===== config.mk =====
export PLATFORM = sky130hd
export DESIGN_NAME = rfbr_ctrl
export DESIGN_NICKNAME = d
export VERILOG_FILES = /design/src/hdl/rfbr_pkg.sv /design/src/hdl/rfbr_ctrl.sv
export SDC_FILE = /design/constraint.sdc
export NUM_CORES = 1
export LEC_CHECK = 0
export ABC_AREA = 1
export CORE_MARGIN = 2
export CORE_UTILIZATION = 45
export CTS_CLUSTER_SIZE = 40
export DETAILED_ROUTE_END_ITERATION = 8
export DONT_BUFFER_PORTS = 1
export HOLD_SLACK_MARGIN = 0.15
export PLACE_DENSITY = 0.65
export SYNTH_ARGS = -nofsm -noshare
export SYNTH_HDL_FRONTEND = slang
export SYNTH_SLANG_ARGS = --single-unit

===== constraint.sdc =====
create_clock -name clk_i -period 17.14 [get_ports clk_i]
set_clock_uncertainty 0.2 [all_clocks]
set_input_delay 2.571 -clock clk_i [delete_from_list [all_inputs] [get_ports clk_i]]
set_output_delay 2.571 -clock clk_i [all_outputs]
set_load 0.03 [all_outputs]

===== src/hdl/rfbr_pkg.sv =====
// ----------------------------------------------------------------------------
// rfbr_pkg
// Shared constants, codes and types of the record-framed byte ring FIFO.
// ----------------------------------------------------------------------------
package rfbr_pkg;

  // Byte store geometry; pointers are one bit wider than the store index
  localparam int unsigned DEPTH_LOG2  = 12;
  localparam int unsigned STORE_DEPTH = 1 << DEPTH_LOG2;
  localparam int unsigned PTR_W       = DEPTH_LOG2 + 1;
  localparam int unsigned LEN_W       = 16;
  localparam int unsigned BYTE_W      = 8;
  // Width that holds a pointer, a length plus a header, and their sums
  localparam int unsigned CMP_W       = (PTR_W + 1 > LEN_W + 2) ? PTR_W + 1 : LEN_W + 2;

  typedef enum logic [2:0] {
    ACT_WRITE_BEGIN = 3'd0,
    ACT_WRITE_BYTE  = 3'd1,
    ACT_READ_BEGIN  = 3'd2,
    ACT_READ_BYTE   = 3'd3,
    ACT_SKIP        = 3'd4
  } action_e;

  typedef enum logic [1:0] {
    STAT_OK     = 2'd0,
    STAT_REJECT = 2'd1,
    STAT_SEQ    = 2'd2
  } status_e;

  typedef enum logic [2:0] {
    S_IDLE,
    S_EXEC,
    S_HDR_WR,
    S_HDR_LO,
    S_HDR_HI,
    S_RBYTE,
    S_RESULT
  } state_e;

  // One result item
  typedef struct packed {
    status_e             status;
    logic [BYTE_W-1:0]   out_byte;
    logic [LEN_W-1:0]    record_length;
    logic [LEN_W-1:0]    granted_length;
    logic                last;
  } result_t;

  // Byte store access request: one write and one read port
  typedef struct packed {
    logic                  we;
    logic [DEPTH_LOG2-1:0] waddr;
    logic [BYTE_W-1:0]     wdata;
    logic                  re;
    logic [DEPTH_LOG2-1:0] raddr;
  } mem_req_t;

endpackage


===== src/hdl/rfbr_ctrl.sv =====
// ----------------------------------------------------------------------------
// rfbr_ctrl
// Command sequencer: pointers, pending write/read state, header fetch and
// result assembly around the byte store.
// ----------------------------------------------------------------------------
module rfbr_ctrl
  import rfbr_pkg::*;
(
  input  logic              clk_i,
  input  logic              rst_ni,
  // configuration
  input  logic              cfg_we_i,
  input  logic [1:0]        cfg_wdata_i,
  // input items
  input  logic              in_valid_i,
  output logic              in_ready_o,
  input  logic [2:0]        action_i,
  input  logic [LEN_W-1:0]  length_i,
  input  logic              consume_i,
  input  logic [BYTE_W-1:0] data_byte_i,
  // result toward the output register
  output logic              res_valid_o,
  input  logic              res_ready_i,
  output result_t           res_o,
  // byte store
  output mem_req_t          mem_req_o,
  input  logic [BYTE_W-1:0] mem_rdata_i
);

  state_e state_q, state_d;

  logic [1:0]        hdr_cfg_q;
  logic [PTR_W-1:0]  wp_q, wp_d, rp_q, rp_d, wc_q, wc_d, rc_q, rc_d;
  logic [LEN_W-1:0]  wrem_q, wrem_d, rrem_q, rrem_d, rsize_q, rsize_d;
  logic [1:0]        rhdr_q, rhdr_d;
  logic              rcons_q, rcons_d;

  // latched item and scratch
  action_e           act_q;
  logic [LEN_W-1:0]  len_q;
  logic              cons_q;
  logic [BYTE_W-1:0] byte_q;
  logic [BYTE_W-1:0] hlo_q, hlo_d;
  result_t           res_q, res_d;

  // decode
  logic [1:0]        h;
  logic [PTR_W-1:0]  diff, used, free, body;
  logic              wr_pend, rd_pend, empty, reject, short_hdr;
  logic [LEN_W-1:0]  hv, rec_n, grant_s, sat_used;
  logic [1:0]        rec_hdr;
  logic [1:0]        fin_hdr;
  logic [LEN_W-1:0]  fin_n, fin_grant, fin_rlen;
  logic [CMP_W-1:0]  fin_adv, skip_adv;
  logic              fin_rd;

  // Derive occupancy, checks and head record figures
  always_comb begin
    h         = (hdr_cfg_q == 2'd3) ? 2'd2 : hdr_cfg_q;
    diff      = wp_q - rp_q;
    used      = (CMP_W'(diff) > CMP_W'(STORE_DEPTH)) ? PTR_W'(STORE_DEPTH) : diff;
    free      = PTR_W'(STORE_DEPTH) - used;
    wr_pend   = (wrem_q != '0);
    rd_pend   = (rrem_q != '0);
    empty     = (used == '0);
    reject    = ((h == 2'd1) && (len_q > LEN_W'(255))) ||
                ((CMP_W'(len_q) + CMP_W'(h)) > CMP_W'(free));
    short_hdr = (CMP_W'(used) < CMP_W'(h));
    hv        = (state_q == S_HDR_HI) ? {mem_rdata_i, hlo_q} : LEN_W'(mem_rdata_i);
    body      = used - PTR_W'(h);
    rec_n     = short_hdr ? '0 :
                ((CMP_W'(hv) > CMP_W'(body)) ? LEN_W'(body) : hv);
    rec_hdr   = short_hdr ? used[1:0] : h;
    grant_s   = (CMP_W'(len_q) < CMP_W'(used)) ? len_q : LEN_W'(used);
    sat_used  = (CMP_W'(used) > CMP_W'(16'hFFFF)) ? 16'hFFFF : LEN_W'(used);
    // Head record as a read or skip sees it
    if (h == 2'd0) begin
      fin_hdr   = 2'd0;
      fin_n     = grant_s;
      fin_grant = grant_s;
      fin_rlen  = sat_used;
      skip_adv  = CMP_W'(used);
    end else begin
      fin_hdr   = rec_hdr;
      fin_n     = rec_n;
      fin_grant = (len_q < rec_n) ? len_q : rec_n;
      fin_rlen  = rec_n;
      skip_adv  = CMP_W'(rec_hdr) + CMP_W'(rec_n);
    end
    fin_adv = CMP_W'(rp_q) + CMP_W'(fin_hdr) + CMP_W'(fin_n);
  end

  // Next state
  always_comb begin
    state_d = state_q;
    unique case (state_q)
      S_IDLE: begin
        if (in_valid_i) state_d = S_EXEC;
      end
      S_EXEC: begin
        case (act_q)
          ACT_WRITE_BEGIN: begin
            if (!wr_pend && !reject && (h == 2'd2)) state_d = S_HDR_WR;
            else state_d = S_RESULT;
          end
          ACT_READ_BEGIN, ACT_SKIP: begin
            if (!rd_pend && !empty && (h != 2'd0) && !short_hdr) state_d = S_HDR_LO;
            else state_d = S_RESULT;
          end
          ACT_READ_BYTE: begin
            if (rd_pend) state_d = S_RBYTE;
            else state_d = S_RESULT;
          end
          default: state_d = S_RESULT;
        endcase
      end
      S_HDR_WR: state_d = S_RESULT;
      S_HDR_LO: begin
        if (h == 2'd2) state_d = S_HDR_HI;
        else state_d = S_RESULT;
      end
      S_HDR_HI: state_d = S_RESULT;
      S_RBYTE:  state_d = S_RESULT;
      S_RESULT: begin
        if (res_ready_i) state_d = S_IDLE;
      end
      default:  state_d = S_IDLE;
    endcase
  end

  // Datapath and store accesses
  always_comb begin
    wp_d      = wp_q;
    rp_d      = rp_q;
    wc_d      = wc_q;
    rc_d      = rc_q;
    wrem_d    = wrem_q;
    rrem_d    = rrem_q;
    rsize_d   = rsize_q;
    rhdr_d    = rhdr_q;
    rcons_d   = rcons_q;
    hlo_d     = hlo_q;
    res_d     = res_q;
    mem_req_o = '0;
    fin_rd    = 1'b0;

    unique case (state_q)
      S_EXEC: begin
        res_d = '0;
        case (act_q)
          ACT_WRITE_BEGIN: begin
            if (wr_pend) begin
              res_d.status = STAT_SEQ;
            end else if (reject) begin
              res_d.status = STAT_REJECT;
            end else begin
              // Reserve the record and drop in the low header byte, if headers are on
              mem_req_o.we    = (h != 2'd0);
              mem_req_o.waddr = wp_q[DEPTH_LOG2-1:0];
              mem_req_o.wdata = len_q[7:0];
              wc_d            = wp_q + PTR_W'(h);
              wrem_d          = len_q;
              if (len_q == '0) begin
                wp_d       = wp_q + PTR_W'(h);
                res_d.last = 1'b1;
              end
            end
          end
          ACT_WRITE_BYTE: begin
            if (!wr_pend) begin
              res_d.status = STAT_SEQ;
            end else begin
              mem_req_o.we    = 1'b1;
              mem_req_o.waddr = wc_q[DEPTH_LOG2-1:0];
              mem_req_o.wdata = byte_q;
              wc_d            = wc_q + PTR_W'(1);
              wrem_d          = wrem_q - LEN_W'(1);
              // Commit on the last byte
              if (wrem_q == LEN_W'(1)) begin
                wp_d       = wc_q + PTR_W'(1);
                res_d.last = 1'b1;
              end
            end
          end
          ACT_READ_BEGIN, ACT_SKIP: begin
            if (rd_pend) begin
              res_d.status = STAT_SEQ;
            end else if (empty) begin
              res_d.status = STAT_REJECT;
            end else if ((h != 2'd0) && !short_hdr) begin
              mem_req_o.re    = 1'b1;
              mem_req_o.raddr = rp_q[DEPTH_LOG2-1:0];
            end else begin
              fin_rd = 1'b1;
            end
          end
          ACT_READ_BYTE: begin
            if (!rd_pend) begin
              res_d.status = STAT_SEQ;
            end else begin
              mem_req_o.re    = 1'b1;
              mem_req_o.raddr = rc_q[DEPTH_LOG2-1:0];
            end
          end
          default: res_d.status = STAT_SEQ;
        endcase
      end
      S_HDR_WR: begin
        // High header byte sits just below the write cursor
        mem_req_o.we    = 1'b1;
        mem_req_o.waddr = DEPTH_LOG2'(wc_q - PTR_W'(1));
        mem_req_o.wdata = len_q[15:8];
      end
      S_HDR_LO: begin
        hlo_d = mem_rdata_i;
        if (h == 2'd2) begin
          mem_req_o.re    = 1'b1;
          mem_req_o.raddr = DEPTH_LOG2'(rp_q + PTR_W'(1));
        end else begin
          fin_rd = 1'b1;
        end
      end
      S_HDR_HI: fin_rd = 1'b1;
      S_RBYTE: begin
        res_d.out_byte = mem_rdata_i;
        rc_d           = rc_q + PTR_W'(1);
        rrem_d         = rrem_q - LEN_W'(1);
        if (rrem_q == LEN_W'(1)) begin
          res_d.last = 1'b1;
          if (rcons_q) begin
            rp_d = PTR_W'(CMP_W'(rp_q) + CMP_W'(rhdr_q) + CMP_W'(rsize_q));
          end
        end
      end
      default: ;
    endcase

    // Finish a read_begin or skip once the head record is known
    if (fin_rd) begin
      res_d.record_length = fin_rlen;
      if (act_q == ACT_SKIP) begin
        rp_d = PTR_W'(CMP_W'(rp_q) + skip_adv);
      end else begin
        res_d.granted_length = fin_grant;
        rhdr_d  = fin_hdr;
        rsize_d = fin_n;
        rc_d    = rp_q + PTR_W'(fin_hdr);
        rrem_d  = fin_grant;
        rcons_d = cons_q;
        if (fin_grant == '0) begin
          res_d.last = 1'b1;
          if (cons_q) rp_d = PTR_W'(fin_adv);
        end
      end
    end
  end

  assign in_ready_o  = (state_q == S_IDLE);
  assign res_valid_o = (state_q == S_RESULT);
  assign res_o       = res_q;

  // Control state
  always_ff @(posedge clk_i or negedge rst_ni) begin
    if (!rst_ni) begin
      state_q   <= S_IDLE;
      hdr_cfg_q <= 2'd1;
      wp_q      <= '0;
      rp_q      <= '0;
      wc_q      <= '0;
      rc_q      <= '0;
      wrem_q    <= '0;
      rrem_q    <= '0;
      rsize_q   <= '0;
      rhdr_q    <= '0;
      rcons_q   <= 1'b0;
    end else begin
      state_q <= state_d;
      if (cfg_we_i) hdr_cfg_q <= cfg_wdata_i;
      wp_q    <= wp_d;
      rp_q    <= rp_d;
      wc_q    <= wc_d;
      rc_q    <= rc_d;
      wrem_q  <= wrem_d;
      rrem_q  <= rrem_d;
      rsize_q <= rsize_d;
      rhdr_q  <= rhdr_d;
      rcons_q <= rcons_d;
    end
  end

  // Hold the accepted item and scratch values
  always_ff @(posedge clk_i) begin
    if (in_valid_i && in_ready_o) begin
      act_q  <= action_e'(action_i);
      len_q  <= length_i;
      cons_q <= consume_i;
      byte_q <= data_byte_i;
    end
    hlo_q <= hlo_d;
    res_q <= res_d;
  end

endmodule


==> results.toml <==
[route]
num_vias = 15500
viasPerCell = 5.70
drcViolationCount = 0
dr.pass1.iters = 6
routed_wl_mm = 53.5
wire_per_inst_um = 19.7
drt_iter0_drc = 1538
detail-route-antenna-nets = 0

[setup_path]
cpPeakStageDelay_ns = 0.59
arrival_ns = 10.01
endpoint_kind = "flip-flop"
cp_slowest_cell = "dfrtp_1"
critPathBufInv = 6
path_common_cell = "nand2_1"
worstPathRequired_ns = 17.34
critical-path-top-delay-family = "simple AND/OR/NAND/NOR gates"
path_class = "reg2reg"
worstPathMaxFanout = 21
worstSetupStartpointType = "flip-flop"

[sta]
fmax_ghz = 0.102
slew-limit-headroom_pct = 29.2
final-setup-viol-count = 0
tightest_slew_ns = 1.04
rsz0062_at_grt = "false"
tns_ns = 0
fin_crit_ns = 9.81
slew_viol_final = 0
post-route-period-util_pct = 57.2
final_hold_viol_count = 0

[grt]
grt_pass1_wl_mm = 82.6
grt_usage_pct = 28.4
grt_max_degree = 105
gr-total-overflow = 0
grt_pass1_vias = 14500
antenna_found_initial = 0

[run]
max_cap_viol_count = 0

[synth]
yosys.cell_types.count = 61
synth.largest_area_cell = "dfrtp_1"
async_flop_share_pct = 56.8
ys_ff_latch = 183
syn-instance-count = 2275
ys_top_cells_by_area = "dfrtp_1, edfxtp_1, nand2_1, ha_1, inv_1"
seq_area_frac_synth_pct = 29.8
synth_top_area_share_pct = 16.0
yosysWarnings = 0
synth_edf_count = 62
yosysMostFrequentCell = "nand2_1"
synth_area_mm2 = 0.0161
synthTopCellsByCount = "nand2_1, inv_1, nor2_1"
synth_ff_type = "dfrtp_1"
synth.avg_cell_area_um2 = 7.08

[final_layout]
nFillCells = 3540
num_antenna_cells = 0
drive_gt1_share_pct = 5.18
area_growth_pct = 6.64
nets = 2440

[floorplan]
start_util_pct = 45.5
rows = 69
die_h_um = 193
die_area_mm2 = 0.0373
core_area_mm2 = 0.0354
num_io_pins = 122
die_w_um = 193

[clocking]
postCtsSetupBuffers = 0
clk_pin_slew_ns = 0.08
clk-insertion-delay-late_ns = 0.48
cts_buffers = 17
cts-hold-fix-buffers = 0
cts_tree = "yes"
clock_sinks = 183
cts_max_path_buffers = 2
clockRootBuffer = "clkbuf_16"
cts_resized = 0
ctsHtreeMaxLevel = 4

[place]
port_buffers = 0
hpwl_mm = 41.4
place_congestion = 0.964

[status]
outcome = "finished, final reports clean"

[hold_path]
hold_path_class = "reg2reg"
cells in the final DEF (no fill, tap or decap), types with 14 or more instances in the layout:
master	netlist	routed
nand4_1	25	25
xnor2_1	21	21
inv_2	13	14
clkbuf_16	0	17
ha_1	138	138
o21ai_0	166	166
inv_1	318	317
nor3_1	42	41
nand2_1	473	473
a31oi_1	16	16
edfxtp_1	62	62
a32oi_1	24	24
xor2_1	72	72
a21oi_1	122	122
buf_4	0	20
o22ai_1	31	31
dfxtp_1	17	17
nor2_1	276	274
nand3_1	125	125
dfrtp_1	103	103
tightest hold or removal path, cell delays in order, from the launching register on:
cell and delay (ns):
dfrtp_1 0.36, nand2_1 0.05, nand2_1 0.06
worst paths after layout:
kind,startpoint,endpoint,slack (ns),depth (start not counted)
worst max register to register,rp_q[2],rp_q[12],7.33,57
max in group asynchronous,rst_ni,rrem_q[13],14.77,0
min in group asynchronous,rst_ni,wrem_q[10],1.58,0
worst min-delay path,rsize_q[6],rsize_q[6],0.30,2
worst min register to register,rsize_q[6],rsize_q[6],0.30,2
worst max-delay path,rp_q[2],rp_q[12],7.33,57
cell families (layout without fill, tap and decap cells):
logic type,count (synthesis),after routing,synth area share (%)
AOI/OAI and AO/OA,427,427,15.4
xor gates and xnor gates,95,95,5.33
adders and majority gates,151,151,12.3
buffers and inverters,406,386,9.77
DFF,183,183,29.8
muxes,14,14,0.877
other,2,6,0.0466
and+or+nand+nor,997,997,26.4
registers in the layout (all words and copies together) (netlist names), 12 cells and up:
| register | flops |
|---|---|
| res_o | 43 |
| rrem_q | 16 |
| rsize_q | 13 |
| rp_q | 13 |
| len_q | 16 |
| wp_q | 13 |
| rc_q | 12 |
| wc_q | 13 |
| wrem_q | 16 |
per-stage QoR:
step | instance area, um2 | hold WS [ns] | cells | util, % | worst slack [ns]
6_report | 17200 | 0.301 | 2720 | 48.6 | 7.33
5_1_grt | 17200 | 0.332 | 2720 | 48.6 | 6.38
4_1_cts | 17200 | 0.301 | 2720 | 48.6 | 7.38
3_5_place_dp | 16600 | 0.274 | 2688 | 46.8 | 7.63
3_3_place_gp | 16600 | 0.274 | 2688 | 46.8 | 7.65
2_1_floorplan | 16100 | 0.253 | 2279 | - | 8.82
per-layer routing:
layer  part of all wire [%]  global-route usage, %
met1                     46                   39.9
met2                     44                   43.5
met3                    8.0                   5.96
met4                    2.7                   9.16
met5                      0                      0
area by class of cell:
cell class	instances	area, um2	area share, %
inverters	334	1250	7.29
clock inverters	15	203	1.18
well taps	461	577	3.36
multi-input cells	1690	9770	56.9
repair buffers	20	150	0.874
flip-flops and latches	183	4810	28.0
clock buffers	17	425	2.48
Power is left out: the tool's default activity adds up to more than one toggle a clock period on the data nets, which glitch-free logic cannot reach.
